### config.mk
export PLATFORM = sky130hd
export DESIGN_NAME = mftt_turn_unit
export DESIGN_NICKNAME = d
export VERILOG_FILES = /design/src/design/mftt_pkg.sv /design/src/design/mftt_turn_unit.sv
export SDC_FILE = /design/constraint.sdc
export NUM_CORES = 1
export LEC_CHECK = 0
export CORE_MARGIN = 5
export CORE_UTILIZATION = 30
export CTS_CLUSTER_DIAMETER = 40
export DETAILED_ROUTE_END_ITERATION = 10
export DONT_BUFFER_PORTS = 1
export PLACE_DENSITY = 0.48
export SLEW_MARGIN = 20
export SYNTH_ARGS = -nofsm -noshare
export SYNTH_HDL_FRONTEND = slang
export SYNTH_SLANG_ARGS = --single-unit
### constraint.sdc
create_clock -name clk -period 23.6 [get_ports clk]
set_input_delay 1.18 -clock clk [delete_from_list [all_inputs] [get_ports clk]]
set_output_delay 1.18 -clock clk [all_outputs]
set_load 0.1 [all_outputs]
### src/design/mftt_pkg.sv
// Package for the motor feedback turn tracker.
// Holds word types, frame constants and configuration register codes.
// No dependencies.
`default_nettype none

package mftt_pkg;

  // Motor table and frame decode
  localparam int MOTOR_COUNT    = 8;
  localparam int MOTOR_IDX_W    = 3;
  localparam int TICKS_PER_TURN = 8192;
  localparam logic [10:0] FB_BASE_ID = 11'h201;

  // Configuration port
  localparam int CFG_INDEX_W = 8;
  localparam int CFG_DATA_W  = 32;

  typedef enum logic [CFG_INDEX_W-1:0] {
    CFG_POSITION_SCALE  = 8'd0,
    CFG_SPEED_SCALE     = 8'd1,
    CFG_CURRENT_SCALE   = 8'd2,
    CFG_HALF_TURN_TICKS = 8'd3
  } cfg_reg_t;

  localparam logic [31:0] POSITION_SCALE_RST = 32'd823550;
  localparam logic [31:0] SPEED_SCALE_RST    = 32'd112441988;
  localparam logic [31:0] CURRENT_SCALE_RST  = 32'd1310720;
  localparam logic [12:0] HALF_TURN_RST      = 13'd4096;

  // Input word: one feedback frame
  typedef struct packed {
    logic [10:0] frame_id;
    logic [7:0]  angle_high;
    logic [7:0]  angle_low;
    logic [7:0]  speed_high;
    logic [7:0]  speed_low;
    logic [7:0]  current_high;
    logic [7:0]  current_low;
    logic [7:0]  temperature_byte;
  } in_word_t;

  // Result word
  typedef struct packed {
    logic [MOTOR_IDX_W-1:0] motor_index;
    logic signed [63:0]     position_out;
    logic signed [47:0]     speed_out;
    logic signed [47:0]     current_out;
    logic [7:0]             temperature_out;
  } out_word_t;

  // Request from the pipeline to the turn table
  typedef struct packed {
    logic                   upd;
    logic [MOTOR_IDX_W-1:0] idx;
    logic [15:0]            angle;
  } turn_req_t;

endpackage

`default_nettype wire

### src/design/mftt_turn_unit.sv
// Per-motor turn table: last angle and turn count, with wrap detection.
// Gives total ticks for the requested motor and updates the entry on upd.
// Depends on mftt_pkg.
`default_nettype none

module mftt_turn_unit (
  input  wire logic              clk,
  input  wire logic              rst_n,
  input  wire mftt_pkg::turn_req_t req,
  input  wire logic [12:0]       half_turn,
  output logic [31:0]            tick_sum
);

  logic [15:0] last_angle_r [mftt_pkg::MOTOR_COUNT];
  logic [31:0] revs_r [mftt_pkg::MOTOR_COUNT];

  logic [15:0] delta;
  logic [15:0] half16;
  logic [31:0] count_cur;
  logic [31:0] count_nxt;

  // Wrap detection on the signed 16-bit angle jump
  always_comb begin
    count_cur = revs_r[req.idx];
    delta     = req.angle - last_angle_r[req.idx];
    half16    = {3'b000, half_turn};
    count_nxt = count_cur;
    if ($signed(delta) > $signed(half16)) begin
      count_nxt = count_cur - 32'd1;
    end else if ($signed(delta) < -$signed(half16)) begin
      count_nxt = count_cur + 32'd1;
    end
    tick_sum = {16'd0, req.angle} + 32'(count_nxt * 32'(mftt_pkg::TICKS_PER_TURN));
  end

  // Table write
  always_ff @(posedge clk) begin
    if (!rst_n) begin
      for (int k = 0; k < mftt_pkg::MOTOR_COUNT; k++) begin
        last_angle_r[k] <= '0;
        revs_r[k]       <= '0;
      end
    end else if (req.upd) begin
      last_angle_r[req.idx] <= req.angle;
      revs_r[req.idx]       <= count_nxt;
    end
  end

endmodule

`default_nettype wire

* Word level (Yosys, flattened, before mapping)
Memories as Yosys holds them, arrays and structs flattened. Index checks and enable logic that the tools add are counted. W data, S select, Z words.
Word-level totals: bits of input ports 35, output and inout bits 32, bits in writable memories 384, memories 2, logic and storage cells 23, register bits after elaboration 0
Cells by class: add/sub/neg operators 5, order comparisons 2, reduce and logical (&&, ||, !) cells 2, multiplexer cells 12
Memories:
- revs_r | depth 8, width 32, read ports 1, clocked after Yosys merged registers in 0, write ports 8, RTL line mftt_turn_unit.sv:15 | logic [31:0] revs_r [mftt_pkg::MOTOR_COUNT];
- last_angle_r | depth 8, width 16, read ports 1, clocked after Yosys merged registers in 0, write ports 8, RTL line mftt_turn_unit.sv:14 | logic [15:0] last_angle_r [mftt_pkg::MOTOR_COUNT];
Operator list (count):
- $mux W32 | 3
- $add A16 B32 Y32 | 1
- $add A32 B1 Y32 const B | 1
- $reduce_or A32 Y1 | 1
- $sub A32 B1 Y32 const B | 1
- $gt A16 B14 Y1 | 1
- $lt A16 B16 Y1 | 1
- $mux W16 | 1
- $neg A13 Y16 | 1
- $reduce_or A16 Y1 | 1
- $sub A16 B16 Y16 | 1
- $mux W1 | 6
- $mux W3 | 2

* Depth between registers and ports, before layout
An unclocked memory read counts as a cell.
depth after elaboration 6, mapped depth 38, gate-level depth less buffers 34

* Worst setup path after synthesis
OpenSTA, ideal clock, no wires.
kind input -> output, from in req[17] (netlist name), to out tick_sum[31], path buffers 4, required time 22420 ps, setup slack 13186 ps, stages on the path 35, data arrival time 9234 ps, path through buf_2 > and3b_1 > clkbuf_1 > clkbuf_1 > clkbuf_1 > a22oi_1 > nand4_1 > ha_1 > inv_1 > fa_1 > a211oi_1 > o211ai_1 > and2_1 > a21o_1 > a21oi_1 > o21bai_1 > a21oi_1 > xnor2_1 > ha_1 > a21o_1 > a21oi_1 > nor2_1 > a311oi_1 > o21a_1 > o32ai_2 > nor3b_1 > mux2i_1 > xnor2_1 > inv_1 > ha_1 > a21oi_1 > or3_4 > nor4b_4 > nand4_1 > xor2_1
On the way: cells in the longest elaborated chain, start to end 6
RTL lines:
- start: declaration | RTL line mftt_turn_unit.sv:9 | input wire mftt_pkg::turn_req_t req,
- $mem_v2 Z8 W16
- $sub A16 B16 Y16 | RTL line mftt_turn_unit.sv:25 | delta = req.angle - last_angle_r[req.idx];
- $lt A16 B16 Y1 | RTL line mftt_turn_unit.sv:30 | end else if ($signed(delta) < -$signed(half16)) begin
- $mux W32 | RTL line mftt_turn_unit.sv:30
- $mux W32 (*) | RTL line mftt_turn_unit.sv:28 | if ($signed(delta) > $signed(half16)) begin
- named net count_nxt[2] | RTL line mftt_turn_unit.sv:20 | logic [31:0] count_nxt;
- $add A16 B32 Y32 (*) | RTL line mftt_turn_unit.sv:33 | tick_sum = {16'd0, req.angle} + 32'(count_nxt * 32'(mftt_pkg::TICKS_PER_TURN));
- end: declaration | RTL line mftt_turn_unit.sv:11 | output logic [31:0] tick_sum
The timed path passes the listed nets; every way through them passes the cells marked *.

* Final worst setup path
from in req[17] (netlist name), to out tick_sum[24]
Same word-level chain as after synthesis.

==> summary.md <==
| Metric | Value |
|---|---|
| Top FF cell, synth | `edfxtp_1` |
| Yosys reg bits | `280` |
| Post-Route WL | `47,300 um` |
| Setup TNS | `0 ns` |
| Quantity of gates resized following cts | `0` |
| CP max FO | `39` |
| Via Count | `10,500` |
| Core footprint | `between 40,000 and 50,000 um2` |
| R2R depth | `22` |
| Initial DRT Pass Iterations | `5` |
| Die span in x | `roughly 230 um` |
| Util after Layout | `34.5%` |
| Syn_nets | `1,351` |
| Max-Cap Viols | `0` |
| Max IR drop VDD | `between 0.03 and 0.04 mV` |
| WL/cell | `24.2 um` |
| Outcome | `finished, final reports clean` |
| P&R area growth vs syn | `14.5%` |
| IO Count | `67` |
| Post-DP Area | `15,900 um2` |
| Die height | `234 um` |
| Antenna cells | `0` |
| CTS Sinks | `280` |
| Min Tclk post-route | `10.64 ns` |
| Pin count of the biggest net entering global routing | `72` |
| RR Startpoint | `last_angle_r[3][6]` |
| Final nets | `1,339` |
| Fin crit share | `45.1%` |
| Placed cells | `roughly 1,900` |
| Lkg Pwr | `6.45 nW` |
| Worst-Margin Slew | `approximately 1.2 ns` |
| Final hold vios | `0` |
| Post-Syn Instances | `1,268` |
| Share of layout cells above drive strength 1 | `15.2%` |
| Max-slew violations | `0` |
| PortBufs | `0` |
| Residual DRC | `0` |
| Clock Root Buffer | `clkbuf_16` |
| CP Class | `input pin to output port` |
| Synth cell count leaders | `edfxtp_1, nor2_1, and3_1` |
| R2r setup slk | `17.28 ns` |
| DRT iter0 DRCs | `788` |
| First-pass GRT wire length | `70,600 um` |
| GRT met1 Usage | `24.3%` |
| TritonCTS buffer count | `39` |
| Worst r2r dst | `revs_r[3][15]` |
| Ys async rst share | `0%` |
| Slowest Stage Delay on Critical Path | `just over 0.9 ns` |
| Post-CTS setup buffers | `0` |
| Post-synth EDFFs | `between 200 and 300` |
| Critical Path Sink Type | `output port` |
| Met3 usage | `3.60%` |
| Relative slew slack | `21.5%` |
| Last element of the critical path | `tick_sum[24]` |
| RSZ-0062 raised after global routing | `false` |
| Initial Util | `30.1%` |
| WP data arrival | `9.46 ns` |
| Yosys warning count | `0` |
| Skew-Pair Late Insertion Delay | `0.54 ns` |
| Met2 Use GR | `27.1%` |
| Post-DP HPWL | `28,500 um` |
| Sequential cell area fraction in the yosys report | `a little under three fifths` |
| CTS Hold Bufs | `0` |
| Worst setup margin | `12.96 ns` |
| CTS tree | `done` |
| Post-synth top area cell | `edfxtp_1` |
| # H-tree levels | `2` |
| Peak Freq | `94.0 MHz` |
| Antenna-violating nets left | `0` |
| Most used routing layer | `met2` |
| Final GP Congestion | `roughly 0.8` |
| Crit start category | `input pin` |
| Antenna violations before repair | `2` |
| Slowest CP cell | `xor2_2` |
| Required @ worst endpoint | `about 22 ns` |
| Share of Yosys cell area claimed by the top area cell type | `approximately 56%` |
| Number of vias per cell | `5.34` |
| Fin cells | `1,957` |
| Setup WS pre-CTS | `around 13 ns` |
| Most common cell in the synthesized netlist | `edfxtp_1` |
| Clock Skews | `0.0247 ns` |
| Longest Clk Path Bufs | `3` |
| Synth Cell Area | `roughly 15,000 um2` |
| Yosys cell types | `between 90 and 100` |
| Avg Cell Area, Syn | `11.8 um2` |
| FP Rows | `between 80 and 90` |
| Top cells by area, synth | `edfxtp_1, and3_1, nor2_1` |
| CTS clock-pin slew for the worst setup and hold paths | `around 0.060 ns` |
| Finished layout cell area | `17,200 um2` |
| Tot Pwr | `approximately 1.5 mW` |
| Final setup viols | `0` |
| Worst min-delay path category | `input pin to flop` |
| Worst Setup SP | `req[17]` |
| Total track usage | `17.2%` |
| Gr ovfl total | `0` |
| Hold slack | `approximately 0.87 ns` |
| PwrDens | `88.7 nW/um2` |
| Die Area | `54,600 um2` |
| Vias in the first global route | `10,700` |
cell usage in the layout, fill, tap and decap left out, types with 6 or more instances in the layout:
| cell | synthesis | final |
|---|---|---|
| a21o_1 | 8 | 8 |
| and4_1 | 13 | 13 |
| a221oi_1 | 12 | 12 |
| mux2i_1 | 10 | 10 |
| nor2b_1 | 12 | 12 |
| xor2_2 | 0 | 9 |
| nand4_1 | 11 | 11 |
| and3_1 | 127 | 127 |
| o21ai_0 | 15 | 15 |
| o21a_1 | 7 | 7 |
| and2_1 | 14 | 13 |
| nand2_2 | 0 | 8 |
| inv_6 | 0 | 8 |
| clkbuf_16 | 0 | 39 |
| mux4_2 | 13 | 13 |
| o211ai_1 | 10 | 10 |
| a22oi_1 | 72 | 72 |
| nand3_1 | 11 | 11 |
| a211oi_1 | 6 | 6 |
| xor2_1 | 17 | 8 |
| buf_4 | 21 | 48 |
| edfxtp_1 | 280 | 280 |
| nand2_1 | 45 | 37 |
| xnor2_1 | 36 | 30 |
| mux2_2 | 12 | 12 |
| ha_1 | 46 | 46 |
| a21oi_1 | 20 | 20 |
| nor4_1 | 8 | 8 |
| nor3_1 | 15 | 15 |
| inv_1 | 29 | 29 |
| a22o_1 | 12 | 12 |
| nor2_1 | 199 | 198 |
power by group:
| part | internal, mW | switching (mW) | total [mW] |
|---|---|---|---|
| Combinational | 0.101 | 0.254 | 0.356 |
| Clock | 0.354 | 0.232 | 0.587 |
| Sequential | 0.574 | 0.00708 | 0.581 |
cell type report:
cell class	count	area, um2
fillers	4893	32600
flip-flops and latches	280	8410
multi-input cells	856	6160
clock buffers	44	995
well taps	672	841
repair buffers	48	360
clock inverters	26	293
inverters	31	116
worst min path at each step:
stage / start / endpoint / cells after the start
2_1_floorplan: revs_r[7][18] / revs_r[1][18] / 4
3_3_place_gp: revs_r[1][18] / revs_r[7][18] / 5
3_5_place_dp: revs_r[1][18] / revs_r[1][18] / 5
4_1_cts: req[5] / last_angle_r[0][5] / 1
5_1_grt: req[8] / last_angle_r[6][8] / 1
6_report: req[5] / last_angle_r[0][5] / 1
critical path, delay by kind of cell:
| kind | cells | cell delay (ns) |
|---|---|---|
| XOR/XNOR | 3 | 1.65 |
| AO/OA/AOI/OAI | 9 | 1.71 |
| buffers and inverters | 3 | 0.64 |
| multiplexers | 1 | 0.17 |
| adder cells (fa/ha/maj) | 4 | 1.32 |
| AND/OR/NAND/NOR | 11 | 2.74 |
sequential cells by signal (all words and copies together) (netlist names):
signal and cells:
last_angle_r 128, revs_r 152
cells by family after synthesis:
family	synth area share, %
adder cells (fa/ha/maj)	4.25
flip-flops	56.1
AO/OA/AOI/OAI	11.7
XOR/XNOR	3.20
multiplexers	3.52
AND/OR/NAND/NOR	17.2
buffers and inverters	4.02
per-layer routing:
layer / vias up / part of all wire, %
met3: 59 / 6.3
met2: 261 / 46
li1: 4774 / -
met4: 2 / 1.8
met1: 5357 / 46
met5: - / 0.028
Note: power is estimated with default switching activity, not from simulation.
